<file path="src/rtl/rxsort_pkg.sv">
`default_nettype none
// ----------------------------------------------------------------------------
// rxsort_pkg
// Types, constants and the name masking function for the record sorter.
// ----------------------------------------------------------------------------
package rxsort_pkg;

  localparam int NameBytesMax = 20;
  localparam int NameBytes    = 20;
  localparam int KeyBits      = 8 * NameBytesMax;

  typedef struct packed {
    logic [63:0] name_head;
    logic [63:0] name_middle;
    logic [31:0] name_tail;
    logic [7:0]  age;
  } in_item_t;

  typedef struct packed {
    logic [63:0] sorted_name_head;
    logic [63:0] sorted_name_middle;
    logic [31:0] sorted_name_tail;
    logic [7:0]  sorted_age;
    logic        final_record;
  } out_item_t;

  localparam int RecBits = $bits(in_item_t);

  typedef enum logic [2:0] {
    ST_LOAD,
    ST_LATCH,
    ST_CMP,
    ST_WRBACK,
    ST_EMIT_RD,
    ST_EMIT_HOLD
  } state_t;

  // Zero every byte after the first zero byte and past NameBytes.
  function automatic in_item_t mask_name(in_item_t x);
    logic [KeyBits-1:0] name;
    logic               ended;
    logic [7:0]         b;
    name  = {x.name_head, x.name_middle, x.name_tail};
    ended = 1'b0;
    for (int k = 0; k < NameBytesMax; k++) begin
      b = name[KeyBits-1-8*k -: 8];
      if (k >= NameBytes || b == 8'd0) ended = 1'b1;
      if (ended) name[KeyBits-1-8*k -: 8] = 8'd0;
    end
    mask_name = x;
    {mask_name.name_head, mask_name.name_middle, mask_name.name_tail} = name;
  endfunction

endpackage
`default_nettype wire

</file>
<file path="src/rtl/rxsort_ram.sv">
`default_nettype none
// ----------------------------------------------------------------------------
// rxsort_ram
// Simple dual-port RAM: one write port, one read port with registered data.
// ----------------------------------------------------------------------------
module rxsort_ram #(
  parameter int WIDTH = 8,
  parameter int DEPTH = 8
) (
  input  wire logic                     clk,
  input  wire logic                     wr_en,
  input  wire logic [$clog2(DEPTH)-1:0] wr_addr,
  input  wire logic [WIDTH-1:0]         wr_data,
  input  wire logic                     rd_en,
  input  wire logic [$clog2(DEPTH)-1:0] rd_addr,
  output logic      [WIDTH-1:0]         rd_data
);

  logic [WIDTH-1:0] mem [DEPTH];

  always_ff @(posedge clk) begin
    if (wr_en) mem[wr_addr] <= wr_data;
    if (rd_en) rd_data <= mem[rd_addr];
  end

endmodule
`default_nettype wire

</file>
<file path="src/rtl/record_exchange_sort_by_name_unit.sv">
`default_nettype none
// ----------------------------------------------------------------------------
// record_exchange_sort_by_name_unit
// Collects RECORD_COUNT name/age records, exchange-sorts them by name and
// sends them out in order, flagging the last record of each batch.
// ----------------------------------------------------------------------------
// Each input transfer loads one record; names are masked after the
// first zero byte on the way in. When the batch is full the input stalls
// while the sort runs and the results leave: one compare per cycle through a single
// 160-bit comparator, fed by the one read port of the record RAM, with a latch
// state and a write-back state around each outer pass. Results then leave
// one at a time, each read from the RAM and held until the output takes it.
// ----------------------------------------------------------------------------
module record_exchange_sort_by_name_unit
  import rxsort_pkg::*;
#(
  parameter int RECORD_COUNT = 8
) (
  input  wire logic      clk,
  input  wire logic      rst,
  input  wire logic      in_valid,
  output logic           in_stall,
  input  wire in_item_t  in_data,
  output logic           out_valid,
  input  wire logic      out_stall,
  output out_item_t      out_data
);

  localparam int AW = $clog2(RECORD_COUNT);
  localparam logic [AW-1:0] LastIdx = AW'(RECORD_COUNT - 1);
  localparam logic [AW-1:0] PenIdx  = AW'(RECORD_COUNT - 2);

  state_t state, state_next;

  logic [AW-1:0] ld_idx;
  logic [AW-1:0] i;
  logic [AW-1:0] j;
  logic [AW-1:0] e;
  in_item_t      cur;

  logic               wr_en;
  logic [AW-1:0]      wr_addr;
  in_item_t           wr_rec;
  logic               rd_en;
  logic [AW-1:0]      rd_addr;
  logic [RecBits-1:0] rd_data;
  in_item_t           rd_rec;

  logic               in_xfer;
  logic               swap;
  logic [KeyBits-1:0] cur_key;
  logic [KeyBits-1:0] rd_key;

  assign rd_rec  = in_item_t'(rd_data);
  assign in_xfer = in_valid && !in_stall;
  assign cur_key = {cur.name_head, cur.name_middle, cur.name_tail};
  assign rd_key  = {rd_rec.name_head, rd_rec.name_middle, rd_rec.name_tail};
  assign swap    = (state == ST_CMP) && (cur_key > rd_key);

  rxsort_ram #(
    .WIDTH(RecBits),
    .DEPTH(RECORD_COUNT)
  ) u_ram (
    .clk     (clk),
    .wr_en   (wr_en),
    .wr_addr (wr_addr),
    .wr_data (RecBits'(wr_rec)),
    .rd_en   (rd_en),
    .rd_addr (rd_addr),
    .rd_data (rd_data)
  );

  // next state
  always_comb begin
    state_next = state;
    unique case (state)
      ST_LOAD:      if (in_xfer && ld_idx == LastIdx) state_next = ST_LATCH;
      ST_LATCH:     state_next = ST_CMP;
      ST_CMP:       if (j == LastIdx) state_next = ST_WRBACK;
      ST_WRBACK:    state_next = (i == PenIdx) ? ST_EMIT_RD : ST_LATCH;
      ST_EMIT_RD:   state_next = ST_EMIT_HOLD;
      ST_EMIT_HOLD: begin
        if (!out_stall) state_next = (e == LastIdx) ? ST_LOAD : ST_EMIT_RD;
      end
      default:      state_next = ST_LOAD;
    endcase
  end

  // outputs and RAM control
  always_comb begin
    in_stall  = 1'b1;
    out_valid = 1'b0;
    wr_en     = 1'b0;
    wr_addr   = ld_idx;
    wr_rec    = cur;
    rd_en     = 1'b0;
    rd_addr   = e;
    unique case (state)
      ST_LOAD: begin
        in_stall = 1'b0;
        wr_en    = in_valid;
        wr_rec   = mask_name(in_data);
        rd_en    = in_valid && ld_idx == LastIdx;
        rd_addr  = '0;
      end
      ST_LATCH: begin
        rd_en   = 1'b1;
        rd_addr = i + AW'(1);
      end
      ST_CMP: begin
        wr_en   = swap;
        wr_addr = j;
        rd_en   = (j != LastIdx);
        rd_addr = j + AW'(1);
      end
      ST_WRBACK: begin
        wr_en   = 1'b1;
        wr_addr = i;
        rd_en   = (i != PenIdx);
        rd_addr = i + AW'(1);
      end
      ST_EMIT_RD: begin
        rd_en   = 1'b1;
        rd_addr = e;
      end
      ST_EMIT_HOLD: out_valid = 1'b1;
      default: ;
    endcase
  end

  always_comb begin
    out_data.sorted_name_head   = rd_rec.name_head;
    out_data.sorted_name_middle = rd_rec.name_middle;
    out_data.sorted_name_tail   = rd_rec.name_tail;
    out_data.sorted_age         = rd_rec.age;
    out_data.final_record       = (e == LastIdx);
  end

  always_ff @(posedge clk) begin
    if (rst) begin
      state  <= ST_LOAD;
      ld_idx <= '0;
      i      <= '0;
      j      <= '0;
      e      <= '0;
    end else begin
      state <= state_next;
      unique case (state)
        ST_LOAD: begin
          i <= '0;
          if (in_xfer) ld_idx <= (ld_idx == LastIdx) ? '0 : ld_idx + AW'(1);
        end
        ST_LATCH:  j <= i + AW'(1);
        ST_CMP:    if (j != LastIdx) j <= j + AW'(1);
        ST_WRBACK: begin
          e <= '0;
          if (i != PenIdx) i <= i + AW'(1);
        end
        ST_EMIT_HOLD: begin
          if (!out_stall) e <= (e == LastIdx) ? '0 : e + AW'(1);
        end
        default: ;
      endcase
    end
  end

  // record held at position i during a pass
  always_ff @(posedge clk) begin
    if (state == ST_LATCH || swap) cur <= rd_rec;
  end

  a_no_overlap: assert property (@(posedge clk) disable iff (rst)
    !(out_valid && !in_stall))
    else $error("input open while output valid");

  a_last_out_reopens: assert property (@(posedge clk) disable iff (rst)
    out_valid && !out_stall && out_data.final_record |=> !in_stall)
    else $error("input not reopened after last transfer");

  a_full_batch_stalls: assert property (@(posedge clk) disable iff (rst)
    in_xfer && ld_idx == LastIdx |=> in_stall)
    else $error("input accepted past a full batch");

  a_pair_order: assert property (@(posedge clk) disable iff (rst)
    state == ST_CMP |-> j > i)
    else $error("compare pair out of order");

endmodule
`default_nettype wire

</file>
<file path="config.mk">
export PLATFORM = sky130hd
export DESIGN_NAME = record_exchange_sort_by_name_unit
export DESIGN_NICKNAME = d
export VERILOG_FILES = /design/src/rtl/rxsort_pkg.sv /design/src/rtl/rxsort_ram.sv /design/src/rtl/record_exchange_sort_by_name_unit.sv
export SDC_FILE = /design/constraint.sdc
export NUM_CORES = 2
export LEC_CHECK = 0
export BUFFER_PORTS_ARGS = -buffer_cell sky130_fd_sc_hd__buf_4
export CAP_MARGIN = 10
export CORE_UTILIZATION = 63
export CTS_BUF_LIST = sky130_fd_sc_hd__clkbuf_8
export DETAILED_ROUTE_END_ITERATION = 10
export MAX_ROUTING_LAYER = met4
export PLACE_DENSITY = 0.82
export RECOVER_POWER = 50
export SYNTH_ARGS = -nofsm -noshare
export SYNTH_HDL_FRONTEND = slang
export SYNTH_SLANG_ARGS = --single-unit
</file>
<file path="constraint.sdc">
create_clock -name clk -period 14.65 [get_ports clk]
set_input_delay 0.7325 -clock clk [delete_from_list [all_inputs] [get_ports clk]]
set_output_delay 0.7325 -clock clk [all_outputs]
set_load 0.1 [all_outputs]
</file>
# --- Yosys cells after proc, flatten, opt, wreduce, memory -nomap -nowiden ---
# Memory sizes are Yosys's and may differ from the RTL's. A register that Yosys moved wholly into a read port is not among the register bits.
# Cells that the tools add are included.
totals:
  mem_count: 1
  mem_bits_rw: 1344
  inputBits: 172
  reg_bits: 183
  elab_cells: 150
mem_list:
  columns: ["memory", "depth", "word_bits", "rd", "rd_ports_with_merged_regs", "write_ports", "line", "rtl"]
  rows:
  - ["u_ram.mem", 8, 168, 1, 1, 1, "rxsort_ram.sv:19", "logic [WIDTH-1:0] mem [DEPTH];"]
classes:
  eq_ne: 16
  magnitude_cmp: 1
  mux: 83
  n_reduce_logical: 36
  addsub: 4
ops:
  columns: ["operator", "count"]
  rows:
  - ["$mux 168", 1]
  - ["$gt 160x160->1", 1]
  - ["$logic_not 8->1", 20]
  - ["$mux 8", 20]
  - ["$mux 1", 44]
  - ["$mux 3", 10]
  - ["$pmux 3 s2", 4]
  - ["$eq 3x3->1 const B", 6]
  - ["$pmux 3 s6", 1]
  - ["$add 3x1->3 const B", 4]
  - ["$pmux 3 s3", 1]
  - ["$reduce_and 2->1", 4]
  - ["$eq 3x2->1 const B", 2]
  - ["$ne 2x1->1 const B", 3]
  - ["$ne 3x3->1 const B", 2]
  - ["$reduce_bool 2->1", 3]
  - ["$logic_and 1x1->1", 4]
  - ["$ne 2x2->1 const B", 2]
  - ["$pmux 1 s4", 1]
  - ["$reduce_or 2->1", 2]
  - ["$eq 3x1->1 const B", 1]
  - ["$logic_not 3->1", 1]
  - ["$pmux 1 s3", 1]
  - ["$reduce_and 3->1", 1]
  - ["$logic_or 1x1->1", 1]

# --- Logic depth before layout (Yosys ltp) ---
logic_depth:
  word_depth: 43
  ltp_mapped: 13
  mapped_depth_nobuf: 10

# --- Modules after synthesis ---
# A second synthesis with hierarchy kept.
unflattened:
  cells_unflattened: 3315
  area_unflattened_um2: 67609.8
by_module_without_submodules:
  columns: ["mod", "area_per_inst_um2", "cells_per_inst", "n_inst"]
  rows:
  - ["rxsort_ram", 55361.8, 2123, 1]
  - ["record_exchange_sort_by_name_unit", 12248.0, 1192, 1]

# --- Worst setup path after synthesis ---
# Ideal clock, no wire load.
synth_timing:
  path_kind: "register -> register"
  from: "register u_ram.rd_data[102], read port of u_ram.mem"
  to: "register cur[0] (netlist name) (enable)"
  slack_ns: 2.933
  path_stages_with_launch: 9
  period_less_slack_ns: 11.717
  arrival_ns: 10.963
  setup_ns: 0.754
  path_cell_list: "edfxtp_1 -> inv_1 -> ha_1 -> nand4_1 -> or4_1 -> or4_1 -> a31oi_1 -> nor3_1 -> o22ai_1"
synth_via:
  elab_chain_len: 3
synth_lines:
  columns: ["element", "line", "rtl"]
  rows:
  - ["start, declared", "rxsort_ram.sv:16", "output logic [WIDTH-1:0] rd_data"]
  - ["$gt 160x160->1", "record_exchange_sort_by_name_unit.sv:58", "assign swap = (state == ST_CMP) && (cur_key > rd_key);"]
  - ["$logic_and 1x1->1", "record_exchange_sort_by_name_unit.sv:58", null]
  - ["$logic_or 1x1->1", "record_exchange_sort_by_name_unit.sv:169", "if (state == ST_LATCH || swap) cur <= rd_rec;"]
  - ["end signal, assigned", "record_exchange_sort_by_name_unit.sv:169", null]
  - ["end, declared", "record_exchange_sort_by_name_unit.sv:39", "in_item_t cur;"]
# Every way passes these cells.
# A chain may end at the register's enable or synchronous reset.

# --- Final worst setup path ---
layout_timing:
  from: "register state[2]"
  to: "memory u_ram.mem[4][89] (netlist name) (data pin)"
layout_via:
  elab_chain_len: 2
layout_lines:
  columns: ["element", "line", "rtl"]
  rows:
  - ["start, declared", "record_exchange_sort_by_name_unit.sv:33", "state_t state, state_next;"]
  - ["start signal, assigned", "record_exchange_sort_by_name_unit.sv:147", "state <= state_next;"]
  - ["$logic_not 3->1", "record_exchange_sort_by_name_unit.sv:98", "unique case (state)"]
  - ["$mux 168", "record_exchange_sort_by_name_unit.sv:98", null]
  - ["via u_ram.wr_data[89]", "rxsort_ram.sv:13", "input wire logic [WIDTH-1:0] wr_data,"]
  - ["end, declared", "rxsort_ram.sv:19", null]
# The timed path passes the listed nets, and every way through them passes these cells.

==> results.ini <==
[logic_synthesis]
yosys_warnings = 0
synth_edf_count = 1680
postSynthAreaPerCell_um2 = 20.2
ys_seq_elements = 1695
synth_area_leaders = edfxtp_1 (75%), mux4_2 (11%), ha_1 (3.1%)
yosysTopAreaCell = edfxtp_1
synth_top_area_share_pct = 74.5
syn_area_um2 = 67700
synth_ff_type = edfxtp_1
async_flop_share_pct = 0
synthCells = 3349
synth-seq-area-share_pct = 75.0
synth.distinct_cells = 53
syn-num-nets = 3689

[outcome]
run_status = finished, violations left
violations = capacitance limit, slew limit

[grt]
grt_pass1_vias = 36500
groute.usage.overall_pct = 29.7
grt_pass1_wl_um = 226000
gr-total-overflow = 0
antenna_found_initial = 9
grt_start_max_net_pins = 121

[floorplanning]
die_x_um = 330
die_y_um = 330
io_pins = 343
die_area_um2 = 109000
start_util_pct = 63.9
core_um2 = 106000
fp-row-count = 119

[detailed_routing]
first_iter_violations = 3573
drt_wl_total_um = 155000
vias = 35200
first_pass_iters = 5
drcViolationCount = 0
antenna_left = 0
wl_per_cell_um = 28.3
viasPerCell = 6.45

[cts]
h-tree-depth = 5
clk_pin_slew_ns = 0.06
cts_setup_buffers = 0
cts.sinks = 1695
ctsHoldBuffers = 0
cts_made_buffers = 281
cts_tree = done
clk_latency_ns = 0.95
postCtsResizedCells = 0
root_buffer = clkbuf_8
clk_path_buf_depth = 4

[setup_path]
critPathRequiredTime_ns = 15.35
crit_fanout = 82
crit_type = reg2reg
crit_arrival_ns = 11.00
r2r_slack_ns = 4.35
startpoint_type = register
r2r-end = u_ram.mem[4][89]$_DFFE_PP_
reg2reg_from = state[2]$_SDFFE_PP0P_
critPathCaptureType = register
rr_worst_depth = 10

[placement]
gp_congestion = 0.847
dpl.cell_count = 4991
numPortBuffers = 342
place_area_um2 = 72000
dp_hpwl_um = 91600
preCtsSetupSlack_ns = 7.89

[sta]
skew_ns = 0.0698
finalCriticalPeriod_ns = 10.30
worst_slack_ns = 4.35
rsz0062_at_grt = no
worst_pin_slew_ns = 5.07
holdWs_ns = 0.119
finalCritPeriodShare_pct = 70.3
tns_ns = 0
timing.fmax_mhz = 97.1
slew_violations = 770
final-setup-viol-count = 0
maxSlewHeadroom_pct = -238
hold_violations = 0

[power]
ir_drop_uv = 107
p_leak_nw = 26.2
power_density_nw_per_um2 = 157
power_mw = 11.9

[finish]
fillers = 6160
final_util_pct = 71.8
layout-drive-gt1-share_pct = 25.1
fin_area_um2 = 76000
final_cells = 5465
nets = 4224
area_growth_pct = 12.3

[worst_hold_path]
hp-class = in2reg
min_from = rst
whs_path_depth = 2
hold_end = j[2]$_SDFFE_PP0P_

[flow_run]
drv_cap = 17

cell families (layout without fill, tap and decap cells):
group           Yosys count  in the layout  share of synthesized area (%)
compound gates          341            341                           3.68
simple gates            330            330                           2.43
other cells               0              9                              0
flops                  1695           1695                           75.0
mux                     511            511                           14.1
xor+xnor                  1              1                         0.0129
fa+ha+maj               168            168                           3.11
buf+inv                 303           1019                           1.72
state kept, by name, indices dropped and copies added, names as in the netlist:
name and flops:
cur 168, e 3, i 3, j 3
ld_idx 3, state 3, u_ram.mem 1344, u_ram.rd_data 168
layout make-up:
cell class              count  area [um2]  share of cell area (%)
clock buffers             285        3920                    5.16
multi-input cells        1351       15800                    20.9
clock inverters           179         820                    1.08
repair buffers            387        2270                    2.98
flip-flops and latches   1695       50700                    66.8
inverters                 168         632                   0.831
well taps                1391        1740                    2.29
diodes                      9        22.5                  0.0296
cells in the mapped netlist (all sizes together), types with 2 or more instances:
master and instances:
mux2i 6, buf 53, a221oi 4, nor3 17
nand4 36, or4 13, a21o 10, dfxtp 15
o211ai 4, o21a 6, nand2 115, clkbuf 82
nor2b 5, a21boi 3, and2 6, edfxtp 1680
a22o 148, a22oi 13, mux4 336, ha 168
and4 4, a21oi 80, and3 16, nand3b 2
mux2 169, o21ai 39, inv 168, nand3 22
nor2 51, nand2b 3, a32o 4, o22ai 2
a211oi 12, o21bai 2, a31oi 5, nor4 37
a2111oi 3, o221ai 2
power breakdown:
| group | internal (mW) | leakage [nW] | switching, mW |
|---|---|---|---|
| clock network | 1.84 | 2.72 | 1.78 |
| registers | 5.93 | 15.4 | 0.142 |
| logic | 0.725 | 8.01 | 1.52 |
critical path, stage by stage, from the launching register on:
cell and delay (ns):
dfxtp_1 0.52, nor3_1 0.79, clkbuf_1 0.99, clkinvlp_2 3.31, a21oi_4 1.52, and2_0 0.58, nand2_1 0.44, nor3_1 0.34
buf_4 0.30, and2_1 0.81, a22o_1 0.42
worst max-delay path by stage:
stage	from	to	slack (ns)	cells past startpoint
floorplan	u_ram.rd_data[102]$_DFFE_PP_	cur[0]$_DFFE_PP_	2.93	8
global placement	u_ram.rd_data[135]$_DFFE_PP_	u_ram.mem[1][67]$_DFFE_PP_	8.17	12
detailed placement	u_ram.rd_data[135]$_DFFE_PP_	u_ram.mem[1][61]$_DFFE_PP_	7.89	12
CTS	u_ram.rd_data[135]$_DFFE_PP_	u_ram.mem[1][43]$_DFFE_PP_	7.84	12
global route	state[2]$_SDFFE_PP0P_	u_ram.mem[1][103]$_DFFE_PP_	4.03	10
finish	state[2]$_SDFFE_PP0P_	u_ram.mem[4][89]$_DFFE_PP_	4.35	10
layer usage:
metal  GRT usage (%)  up-vias  part of all wire [%]  wire [um]
met3            7.99      325                   9.5      14600
met5               -        -                     0          0
met1            37.7    18200                    38      58400
met4            12.0        0                   3.7       5730
li1                -    14900                     -          -
met2            45.9     1831                    49      75800
placed cells by master (no fill, tap or decap), drive strengths merged, types with 6 or more instances in the layout:
master       n
a211oi      12
a21o        10
a21oi       80
a22o       148
a22oi       13
and2         6
and3        16
buf        204
clkbuf     468
clkinv      85
clkinvlp    11
dfxtp       15
diode        9
edfxtp    1680
ha         168
inv        249
mux2       169
mux2i        6
mux4       336
nand2      115
nand3       22
nand4       36
nor2        51
nor3        17
nor4        37
o21a         6
o21ai       39
or4         13
Power figures use the tool's default switching activity.
